File: config.mk
export PLATFORM = sky130hd
export DESIGN_NAME = biquad_lowpass_delay_filter_top
export DESIGN_NICKNAME = d
export VERILOG_FILES = /design/src/sv/bqd_pkg.sv /design/src/sv/biquad_lowpass_delay_filter_top.sv /design/src/sv/bqd_smul.sv
export SDC_FILE = /design/constraint.sdc
export NUM_CORES = 2
export LEC_CHECK = 0
export CORE_ASPECT_RATIO = 0.8
export CORE_MARGIN = 2
export CORE_UTILIZATION = 40
export DETAILED_ROUTE_END_ITERATION = 6
export DONT_BUFFER_PORTS = 1
export PLACE_DENSITY = 0.62
export REMOVE_ABC_BUFFERS = 1
export SLEW_MARGIN = 10
export SYNTH_ARGS = -nofsm -noshare
export SYNTH_HDL_FRONTEND = slang
export SYNTH_SLANG_ARGS = --single-unit
File: constraint.sdc
create_clock -name aclk -period 12.8 [get_ports aclk]
set_input_delay 2.56 -clock aclk [delete_from_list [all_inputs] [get_ports aclk]]
set_output_delay 2.56 -clock aclk [all_outputs]
set_load 0.02 [all_outputs]
File: src/sv/bqd_pkg.sv
// ----------------------------------------------------------------------------
// bqd_pkg
// Shared widths, register indexes, lane control type, sign-extension and
// saturation helpers for the biquad delay filter.
// ----------------------------------------------------------------------------
package bqd_pkg;

    localparam int IN_W     = 16;               // delay_frames
    localparam int COEF_W   = 32;               // Q4.28 coefficients, unsigned Q16.16 period
    localparam int OUT_W    = 32;               // filt_ns
    localparam int ACC_W    = 48;               // y and filter state
    localparam int FRAC     = 28;               // coefficient fraction bits
    localparam int PER_FRAC = 16;               // period fraction bits
    localparam int MC_W     = COEF_W + 1;       // multiplicand, room for unsigned period
    localparam int PROD_W   = MC_W + ACC_W;     // full lane product
    localparam int EXT_W    = PROD_W - FRAC;    // wide sum / rounded product width
    localparam int CNT_W    = $clog2(ACC_W);
    localparam int IDX_W    = 3;

    localparam logic [IDX_W-1:0] REG_B0     = 3'd0;
    localparam logic [IDX_W-1:0] REG_B1     = 3'd1;
    localparam logic [IDX_W-1:0] REG_B2     = 3'd2;
    localparam logic [IDX_W-1:0] REG_A1     = 3'd3;
    localparam logic [IDX_W-1:0] REG_A2     = 3'd4;
    localparam logic [IDX_W-1:0] REG_PERIOD = 3'd5;

    localparam logic [COEF_W-1:0] PERIOD_RESET = 32'd1365333333;

    typedef struct packed {
        logic clr;      // load multiplicand, clear accumulator
        logic en;       // consume one multiplier bit
        logic last;     // current bit is the sign bit (subtract)
    } smul_ctl_t;

    function automatic logic [EXT_W-1:0] sx_acc(input logic [ACC_W-1:0] v);
        return {{(EXT_W-ACC_W){v[ACC_W-1]}}, v};
    endfunction

    // Clamp a wide signed value to the 48-bit state range.
    function automatic logic [ACC_W-1:0] sat_acc(input logic [EXT_W-1:0] v);
        logic all0;
        logic all1;
        all0 = ~|v[EXT_W-1:ACC_W-1];
        all1 = &v[EXT_W-1:ACC_W-1];
        if (all0 || all1) begin
            return v[ACC_W-1:0];
        end else if (v[EXT_W-1]) begin
            return {1'b1, {(ACC_W-1){1'b0}}};
        end else begin
            return {1'b0, {(ACC_W-1){1'b1}}};
        end
    endfunction

endpackage

File: src/sv/biquad_lowpass_delay_filter_top.sv
// ----------------------------------------------------------------------------
// biquad_lowpass_delay_filter_top
// Low-pass biquad (transposed direct form II) on measured delays in frames,
// scaled by the sampling period to a rounded, saturated delay in ns.
// ----------------------------------------------------------------------------
//
//  channel   direction  beat contents
//  --------  ---------  ---------------------------------------------------
//  s_axis    in         tdata[15:0] delay_frames (signed)
//  m_axis    out        tdata[31:0] filt_ns (signed), tuser[0] saturated
//  cfg       in         cfg_index selects b0,b1,b2,a1,a2,period_ns; cfg_data
//
//  An item goes from the input beat to the output beat in these steps:
//  bit-serial b*x products in three lanes, the sum of y, a*y and y*period
//  products in the same lanes, rounding, and the load of the output
//  register. The next input beat can be taken with that output beat; the
//  input is closed while an item is in work, so one item at a time.
//  A stalled output holds the final step (and the filter state) until the
//  previous result is taken. Reset clears the filter state, coefficients to
//  zero, period to default.
//
module biquad_lowpass_delay_filter_top
    import bqd_pkg::*;
(
    input  logic              aclk,
    input  logic              aresetn,
    // input stream
    input  logic              s_axis_tvalid,
    output logic              s_axis_tready,
    input  logic [IN_W-1:0]   s_axis_tdata,    // [15:0] delay_frames
    // result stream
    output logic              m_axis_tvalid,
    input  logic              m_axis_tready,
    output logic [OUT_W-1:0]  m_axis_tdata,    // [31:0] filt_ns
    output logic              m_axis_tuser,    // [0] saturated
    // configuration writes
    input  logic              cfg_valid,
    output logic              cfg_ready,
    input  logic [IDX_W-1:0]  cfg_index,
    input  logic [COEF_W-1:0] cfg_data
);

    localparam logic [2:0] ST_IDLE = 3'd0;
    localparam logic [2:0] ST_MULX = 3'd1;
    localparam logic [2:0] ST_SUMY = 3'd2;
    localparam logic [2:0] ST_MULY = 3'd3;
    localparam logic [2:0] ST_RND  = 3'd4;
    localparam logic [2:0] ST_DONE = 3'd5;

    localparam int BX_LO = ACC_W - IN_W;            // b*x value sits here once all IN_W multiplier bits are in
    localparam int QD_W  = PROD_W - FRAC - PER_FRAC; // rounded delay width

    logic [2:0]       state_reg;
    logic [2:0]       state_next;
    logic [CNT_W-1:0] cnt_reg;
    logic [ACC_W-1:0] bsr_reg;     // multiplier bits, shifted out LSB first

    logic [COEF_W-1:0] b0_reg, b1_reg, b2_reg, a1_reg, a2_reg, period_reg;
    logic [ACC_W-1:0]  s1_reg, s2_reg;
    logic [ACC_W-1:0]  bx1_reg, bx2_reg, p1_reg, p2_reg;
    logic [OUT_W-1:0]  dns_reg;
    logic              dsat_reg;

    logic              m_valid_reg;
    logic [OUT_W-1:0]  m_data_reg;
    logic              m_user_reg;

    logic              s_acc;
    logic              out_free;
    smul_ctl_t         lane_ctl;
    logic [MC_W-1:0]   mc0, mc1, mc2;
    logic [PROD_W-1:0] prod0, prod1, prod2;

    logic [EXT_W-1:0]  y_sum;
    logic [EXT_W-1:0]  q1, q2, r1, r2;
    logic              inc1, inc2, incd;
    logic [QD_W-1:0]   qd, rd;
    logic [EXT_W-1:0]  n1_sum, n2_sum;

    assign s_axis_tready = (state_reg == ST_IDLE);
    assign s_acc         = s_axis_tvalid && s_axis_tready;
    assign out_free      = !m_valid_reg || m_axis_tready;
    assign cfg_ready     = 1'b1;

    assign m_axis_tvalid = m_valid_reg;
    assign m_axis_tdata  = m_data_reg;
    assign m_axis_tuser  = m_user_reg;

    // Lanes: b0/b1/b2 times x, then a1/a2/period times y.
    assign lane_ctl.clr  = s_acc || (state_reg == ST_SUMY);
    assign lane_ctl.en   = (state_reg == ST_MULX) || (state_reg == ST_MULY);
    assign lane_ctl.last = (cnt_reg == '0);

    always_comb begin
        if (state_reg == ST_IDLE) begin
            mc0 = {b0_reg[COEF_W-1], b0_reg};
            mc1 = {b1_reg[COEF_W-1], b1_reg};
            mc2 = {b2_reg[COEF_W-1], b2_reg};
        end else begin
            mc0 = {a1_reg[COEF_W-1], a1_reg};
            mc1 = {a2_reg[COEF_W-1], a2_reg};
            mc2 = {1'b0, period_reg};
        end
    end

    bqd_smul u_lane0 (.aclk(aclk), .ctl(lane_ctl), .mcand(mc0), .bit_in(bsr_reg[0]),
                      .prod(prod0));
    bqd_smul u_lane1 (.aclk(aclk), .ctl(lane_ctl), .mcand(mc1), .bit_in(bsr_reg[0]),
                      .prod(prod1));
    bqd_smul u_lane2 (.aclk(aclk), .ctl(lane_ctl), .mcand(mc2), .bit_in(bsr_reg[0]),
                      .prod(prod2));

    // y = b0*x + s1, saturated to the state range
    assign y_sum = sx_acc(prod0[BX_LO+ACC_W-1:BX_LO]) + sx_acc(s1_reg);

    // a*y >> FRAC, round half to even on the two's complement value
    assign q1   = prod0[PROD_W-1:FRAC];
    assign inc1 = prod0[FRAC-1] && ((|prod0[FRAC-2:0]) || prod0[FRAC]);
    assign r1   = q1 + EXT_W'(inc1);
    assign q2   = prod1[PROD_W-1:FRAC];
    assign inc2 = prod1[FRAC-1] && ((|prod1[FRAC-2:0]) || prod1[FRAC]);
    assign r2   = q2 + EXT_W'(inc2);

    // y*period >> (FRAC+PER_FRAC), same rounding
    assign qd   = prod2[PROD_W-1:FRAC+PER_FRAC];
    assign incd = prod2[FRAC+PER_FRAC-1]
                  && ((|prod2[FRAC+PER_FRAC-2:0]) || prod2[FRAC+PER_FRAC]);
    assign rd   = qd + QD_W'(incd);

    // next filter state
    assign n1_sum = sx_acc(bx1_reg) - sx_acc(p1_reg) + sx_acc(s2_reg);
    assign n2_sum = sx_acc(bx2_reg) - sx_acc(p2_reg);

    always_comb begin
        state_next = state_reg;
        case (state_reg)
            ST_IDLE: begin
                if (s_acc) begin
                    state_next = ST_MULX;
                end
            end
            ST_MULX: begin
                if (cnt_reg == '0) begin
                    state_next = ST_SUMY;
                end
            end
            ST_SUMY: state_next = ST_MULY;
            ST_MULY: begin
                if (cnt_reg == '0) begin
                    state_next = ST_RND;
                end
            end
            ST_RND:  state_next = ST_DONE;
            ST_DONE: begin
                if (out_free) begin
                    state_next = ST_IDLE;
                end
            end
            default: state_next = ST_IDLE;
        endcase
    end

    // control, configuration, filter state and output valid
    always_ff @(posedge aclk) begin
        if (!aresetn) begin
            state_reg   <= ST_IDLE;
            m_valid_reg <= 1'b0;
            b0_reg      <= '0;
            b1_reg      <= '0;
            b2_reg      <= '0;
            a1_reg      <= '0;
            a2_reg      <= '0;
            period_reg  <= PERIOD_RESET;
            s1_reg      <= '0;
            s2_reg      <= '0;
        end else begin
            state_reg <= state_next;
            if (cfg_valid && cfg_ready) begin
                case (cfg_index)
                    REG_B0:     b0_reg     <= cfg_data;
                    REG_B1:     b1_reg     <= cfg_data;
                    REG_B2:     b2_reg     <= cfg_data;
                    REG_A1:     a1_reg     <= cfg_data;
                    REG_A2:     a2_reg     <= cfg_data;
                    REG_PERIOD: period_reg <= cfg_data;
                    default: ;  // drop writes to unknown indexes
                endcase
            end
            if (state_reg == ST_DONE && out_free) begin
                s1_reg      <= sat_acc(n1_sum);
                s2_reg      <= sat_acc(n2_sum);
                m_valid_reg <= 1'b1;
            end else if (m_axis_tready) begin
                m_valid_reg <= 1'b0;
            end
        end
    end

    // datapath registers
    always_ff @(posedge aclk) begin
        case (state_reg)
            ST_IDLE: begin
                bsr_reg <= {{(ACC_W-IN_W){s_axis_tdata[IN_W-1]}}, s_axis_tdata};
                cnt_reg <= CNT_W'(IN_W - 1);
            end
            ST_MULX, ST_MULY: begin
                bsr_reg <= {1'b0, bsr_reg[ACC_W-1:1]};
                cnt_reg <= cnt_reg - 1'b1;
            end
            ST_SUMY: begin
                bsr_reg <= sat_acc(y_sum);
                bx1_reg <= prod1[BX_LO+ACC_W-1:BX_LO];
                bx2_reg <= prod2[BX_LO+ACC_W-1:BX_LO];
                cnt_reg <= CNT_W'(ACC_W - 1);
            end
            ST_RND: begin
                p1_reg <= sat_acc(r1);
                p2_reg <= sat_acc(r2);
                if ((&rd[QD_W-1:OUT_W-1]) || (~|rd[QD_W-1:OUT_W-1])) begin
                    dns_reg  <= rd[OUT_W-1:0];
                    dsat_reg <= 1'b0;
                end else begin
                    dns_reg  <= rd[QD_W-1] ? {1'b1, {(OUT_W-1){1'b0}}}
                                           : {1'b0, {(OUT_W-1){1'b1}}};
                    dsat_reg <= 1'b1;
                end
            end
            ST_DONE: begin
                if (out_free) begin
                    m_data_reg <= dns_reg;
                    m_user_reg <= dsat_reg;
                end
            end
            default: ;
        endcase
    end

endmodule

File: src/sv/bqd_smul.sv
// ----------------------------------------------------------------------------
// bqd_smul
// Serial-parallel signed multiplier lane: parallel multiplicand, multiplier
// shifted in one bit per enabled cycle, LSB first; product bits shift out low.
// ----------------------------------------------------------------------------
module bqd_smul
    import bqd_pkg::*;
(
    input  logic              aclk,
    input  smul_ctl_t         ctl,
    input  logic [MC_W-1:0]   mcand,
    input  logic              bit_in,
    output logic [PROD_W-1:0] prod
);

    logic [MC_W-1:0]  mc_reg;
    logic [MC_W-1:0]  acc_reg;
    logic [ACC_W-1:0] low_reg;
    logic [MC_W:0]    acc_x;
    logic [MC_W:0]    mc_x;
    logic [MC_W:0]    acc_next;

    assign acc_x = {acc_reg[MC_W-1], acc_reg};
    assign mc_x  = {mc_reg[MC_W-1], mc_reg};

    // Sign bit of the multiplier carries negative weight.
    always_comb begin
        if (!bit_in) begin
            acc_next = acc_x;
        end else if (ctl.last) begin
            acc_next = acc_x - mc_x;
        end else begin
            acc_next = acc_x + mc_x;
        end
    end

    always_ff @(posedge aclk) begin
        if (ctl.clr) begin
            mc_reg  <= mcand;
            acc_reg <= '0;
            low_reg <= '0;
        end else if (ctl.en) begin
            acc_reg <= acc_next[MC_W:1];
            low_reg <= {acc_next[0], low_reg[ACC_W-1:1]};
        end
    end

    assign prod = {acc_reg, low_reg};

endmodule

# Yosys cells after proc, flatten, opt, wreduce, memory -nomap -nowiden
# Index checks and enable logic that the tools add are counted.
# classes
add_sub_neg	14
n_eq_ne	14
n_mux	31
reduce_logical	54
# ops
cell	count
48-bit two-way mux	10
33-bit two-way mux	5
48-bit case mux with 3 select lines	1
53-bit by 1-bit adder with 53-bit output	2
33-bit by 33-bit adder with 34-bit output	3
34-bit two-way mux	3
33-bit by 33-bit subtractor with 34-bit output	3
48-bit by 48-bit subtractor with 49-bit output	2
32-bit two-way mux	3
27-bit OR reduction	2
49-bit by 48-bit adder with 50-bit output	1
48-bit by 48-bit adder with 49-bit output	1
43-bit OR reduction	1
37-bit by 1-bit adder with 37-bit output	1
6-bit AND reduction	6
6-bit OR reduction	6
3-bit case mux with 6 select lines	1
6-bit case mux with 3 select lines	1
2-bit AND reduction	8
3-bit by 2-bit == test with 1-bit output, second input constant	4
3-bit == test, second input constant	4
1-bit logical OR	12
3-bit two-way mux	4
1-bit logical NOT	7
other kinds (12)	22
# totals
reg_bits	946
inputBits	56
output_inout_bits	36
elab_cells	146

# Logic depth before layout (Yosys ltp)
# logic_depth
word_depth	8
ltp_mapped	21
mapped_depth_nobuf	21

# Hierarchy
# From an unflattened synthesis, not the netlist that was laid out.
# hier_totals
hier_cells	6069
hier_area_um2	55633.4
# modules_own_cells
mod	n_inst	cells_per_inst	area_each_um2	seq_area_each_um2
biquad_lowpass_delay_filter_top	1	3919	35949.5	15214.6
bqd_smul (u_lane0 ...)	2	711	6553.8	2612.5
bqd_smul (u_lane2)	1	728	6576.3	2612.5

# Worst setup path before layout
# No wires, ideal clock.
# synth_path
path_type	register -> register
start	register state_reg[1]
end	register dns_reg[0], enable pin
setup_ps	618
arrival_time_ps	5975
required_time_ps	12182
setup_slack_ps	6207
path_stages_with_launch	4
path_buffers	1
synth_period_minus_slack_ps	6593
cell_sequence	dfxtp_1 clkbuf_1 nand2b_1 nor2_1
# synth_via
elab_chain_cells	1
# synth_lines
element	line	text
from (decl)	biquad_lowpass_delay_filter_top.sv:53	logic [2:0] state_reg;
from (signal assigned)	biquad_lowpass_delay_filter_top.sv:177	state_reg <= state_next;
3-bit == test	biquad_lowpass_delay_filter_top.sv:201	case (state_reg)
to (signal assigned)	biquad_lowpass_delay_filter_top.sv:220	dns_reg <= rd[OUT_W-1:0];
to (signal assigned)	biquad_lowpass_delay_filter_top.sv:223	dns_reg <= rd[QD_W-1] ? {1'b1, {(OUT_W-1){1'b0}}}
to (decl)	biquad_lowpass_delay_filter_top.sv:61	logic [OUT_W-1:0] dns_reg;
# No other way between the ends.
# A chain may end at the register's enable or synchronous reset.

# Worst setup path after layout
# layout_path
start	register u_lane1.mc_reg[3]
end	register u_lane1.acc_reg[28]
# layout_via
elab_chain_cells	3
word_cells_on_any_way	4
classes_between	add/sub: 2; mux: 2
# layout_lines
element	line	text
from (decl)	bqd_smul.sv:16	logic [MC_W-1:0] mc_reg;
from (signal assigned)	bqd_smul.sv:39	mc_reg <= mcand;
33-bit by 33-bit adder with 34-bit output / 33-bit by 33-bit subtractor with 34-bit output (equally long branches)	bqd_smul.sv:33, bqd_smul.sv:31	
34-bit two-way mux (*)	bqd_smul.sv:30	end else if (ctl.last) begin
33-bit two-way mux (*)	bqd_smul.sv:28	if (!bit_in) begin
to (signal assigned)	bqd_smul.sv:43	acc_reg <= acc_next[MC_W:1];
to (decl)	bqd_smul.sv:17	logic [MC_W-1:0] acc_reg;
# Mark *: on every way between the ends. The rest lies on a longest branch, timed or not.

==> results.sh <==
export IMPL_ctsHoldBuffers=0
export IMPL_setup_violations=0
export IMPL_powerDensity_mw_per_mm2=134
export IMPL_dpl_instance_area_mm2=0.0562
export IMPL_gp_congestion=0.930
export IMPL_hpwlAfterDp_um=105000
export IMPL_max_stage_delay_ns=0.43
export IMPL_die_area_mm2=0.140
export IMPL_maxCapViolCount=0
export IMPL_cp_slowest_cell="edfxtp_1"
export IMPL_critPathArrivalTime_ns=5.55
export IMPL_dr_pass1_iters=7
export IMPL_antenna_found_initial=3
export IMPL_grt_util_all_layers=0.207
export IMPL_crit_fanout=5
export IMPL_htreeDepth=3
export IMPL_crit_type="register to register"
export IMPL_grt_pass1_vias=40500
export IMPL_power_mw=8.01
export IMPL_final_util=0.438
export IMPL_grt_pass1_wl_um=232000
export IMPL_cts_buffer_depth=3
export IMPL_worst_slew_pin_slew_ns=1.18
export IMPL_ys_seq_area_frac=0.419
export IMPL_hp_class="register to register"
export IMPL_synth_async_sr_flop_share=0
export IMPL_pin_count=92
export IMPL_rows=121
export IMPL_wl_per_cell_um=18.9
export IMPL_timing_setup_tns_ns=0
export IMPL_clockRootBuffer="clkbuf_16"
export IMPL_grt_max_degree=293
export IMPL_ys_warn_count=0
export IMPL_drc=0
export IMPL_drt_iter0_drc=3703
export IMPL_die_x_um=418
export IMPL_status="completed"
export IMPL_yosys_area_top_type="edfxtp_1"
export IMPL_r2r_slack_ns=7.88
export IMPL_clock_sinks=944
export IMPL_synth_edf_count=409
export IMPL_instances_no_fill=7795
export IMPL_ctsResizeCount=0
export IMPL_cts_tree="built"
export IMPL_yosys_area_top_type_share=0.224
export IMPL_drive_gt1_frac=0.0664
export IMPL_vias_per_cell=5.51
export IMPL_finClkSkew_ns=0.0512
export IMPL_ys_top_cells_by_area="edfxtp_1 (22%), dfxtp_1 (20%), nand2_1 (6.6%)"
export IMPL_rsz0062_at_grt="false"
export IMPL_portBuffers=0
export IMPL_ir_worst_vdd_mv=0.108
export IMPL_die_h_um=335
export IMPL_insertion_delay_ns=0.74
export IMPL_max_clock_freq_mhz=203
export IMPL_period_needed_ns=4.92
export IMPL_worstPathRequired_ns=13.43
export IMPL_vias=43000
export IMPL_crit_chain="or3_1, or2_2, or3_1, o21ai_0, xor2_1, ha_1, and2_1, nand3_1, a2111oi_0, a211oi_1, nand4_1, a31oi_1, o21ai_1, a221oi_1, nand2b_1, mux2_2, a211oi_1"
export IMPL_area_growth_pct=8.78
export IMPL_cts_setup_buffers=0
export IMPL_start_util=0.403
export IMPL_holdWs_ns=0.401
export IMPL_grt_overflow=0
export IMPL_yosysUniqueCellTypes=99
export IMPL_final_antenna_net_count=0
export IMPL_cp_top_family="compound AO/OA/AOI/OAI gates"
export IMPL_synth_area_mm2=0.0548
export IMPL_cp_end_kind="register"
export IMPL_synth_cells=6099
export IMPL_dp_cells=7606
export IMPL_postSynthAreaPerCell_um2=8.99
export IMPL_fillCellCount=13200
export IMPL_core_mm2=0.136
export IMPL_slew_violations=0
export IMPL_path_buf_inv=0
export IMPL_synth_seq_cells=944
export IMPL_fin_crit_sh=0.385
export IMPL_max_slew_margin=0.210
export IMPL_detailedPlace_worstSlack_ns=7.66
export IMPL_hold_viol=0
export IMPL_clk_pin_slew_ns=0.06
export IMPL_crit_path_start_kind="register"
export IMPL_num_nets_final=6286
export IMPL_worst_slack_ns=7.88
export IMPL_p_leak_nw=23.2
export IMPL_final_area_mm2=0.0596
export IMPL_cts_buffers=98
export IMPL_postRouteWirelength_um=147000
export IMPL_synth_flop_cell="dfxtp_1"
==> synth_stat cells, types with 34 or more instances <==
library cell  count
mux2_2           98
xor2_1          207
a21o_1          151
and3_1           52
mux2i_1          75
ha_1            253
nand3_1         130
a221o_1          34
nand2b_1         45
a21oi_1         572
a21boi_0        186
nor2_1          306
o21ai_0         317
clkbuf_1        260
inv_1           336
nand2_1         965
o21ai_1          37
fa_1             53
o21bai_1         39
a211oi_1         72
nand4_1          59
nor3_1           66
dfxtp_1         535
buf_2            36
edfxtp_1        409
a31oi_1          52
xnor2_1         232
nor2b_1          43
==> routing by layer <==
metal  GRT usage  routed length [um]  vias to the layer above
met2       0.313               63100                     1019
met4      0.0513                3490                        0
met3      0.0422                9610                      181
met5           0                   0                        -
li1            -                   -                    21200
met1       0.302               70800                    20500
==> path summary, 6_finish.rpt <==
kind | startpoint | endpoint | cells past startpoint
worst min-delay path | dsat_reg | m_axis_tuser | 0
worst max-delay path | u_lane1.mc_reg[3] | u_lane1.acc_reg[28] | 17
worst max register to register | u_lane1.mc_reg[3] | u_lane1.acc_reg[28] | 17
worst min register to register | dsat_reg | m_axis_tuser | 0
==> layout make-up <==
cell class                 count  area (um^2)  area share
multi-input combinational   4485        29300       0.491
tap                         1783         2230      0.0374
antenna                        2         5.00   0.0000839
clock buffer                 130         2690      0.0450
timing repair buffer          59          475     0.00797
inverter                     336         1270      0.0213
clock inverter                56          721      0.0121
sequential                   944        23000       0.386
==> cell usage in the layout (no fill, tap or decap), types with 64 or more instances in the layout <==
cell type,instances
a211oi_1,72
a21boi_0,186
a21o_1,151
a21oi_1,572
clkbuf_16,101
dfxtp_1,535
edfxtp_1,409
ha_1,253
inv_1,333
mux2_2,98
mux2i_1,75
nand2_1,963
nand3_1,130
nor2_1,304
nor3_1,64
o21ai_0,316
xnor2_1,232
xor2_1,207
==> worst register-to-register path: stages, from the launching register on <==
cell	delay (ns)
edfxtp_1	0.43
or3_1	0.41
or2_2	0.30
or3_1	0.37
o21ai_0	0.22
xor2_1	0.22
ha_1	0.30
and2_1	0.21
nand3_1	0.10
a2111oi_0	0.06
a211oi_1	0.40
nand4_1	0.15
a31oi_1	0.35
o21ai_1	0.19
a221oi_1	0.43
nand2b_1	0.17
mux2_2	0.33
a211oi_1	0.21
==> report_power, final <==
| group | internal, mW | switching (mW) | leakage, nW | total, mW |
|---|---|---|---|---|
| clock | 1.76 | 1.29 | 1.66 | 3.05 |
| combinational | 0.547 | 0.864 | 13.3 | 1.41 |
| sequential | 3.34 | 0.210 | 8.23 | 3.55 |
| total | 5.65 | 2.36 | 23.2 | 8.01 |
==> kinds of logic after synthesis <==
| logic type | Yosys count | share of synthesized area |
|---|---|---|
| flip-flops | 944 | 0.419 |
| buffers and inverters | 670 | 0.0485 |
| XOR/XNOR | 440 | 0.0704 |
| AND/OR/NAND/NOR | 1833 | 0.150 |
| multiplexers | 175 | 0.0342 |
| other | 1 | 0.0000684 |
| AO/OA/AOI/OAI | 1730 | 0.201 |
| adder cells (fa/ha/maj) | 306 | 0.0771 |
Note: power is estimated with default switching activity, not from simulation.
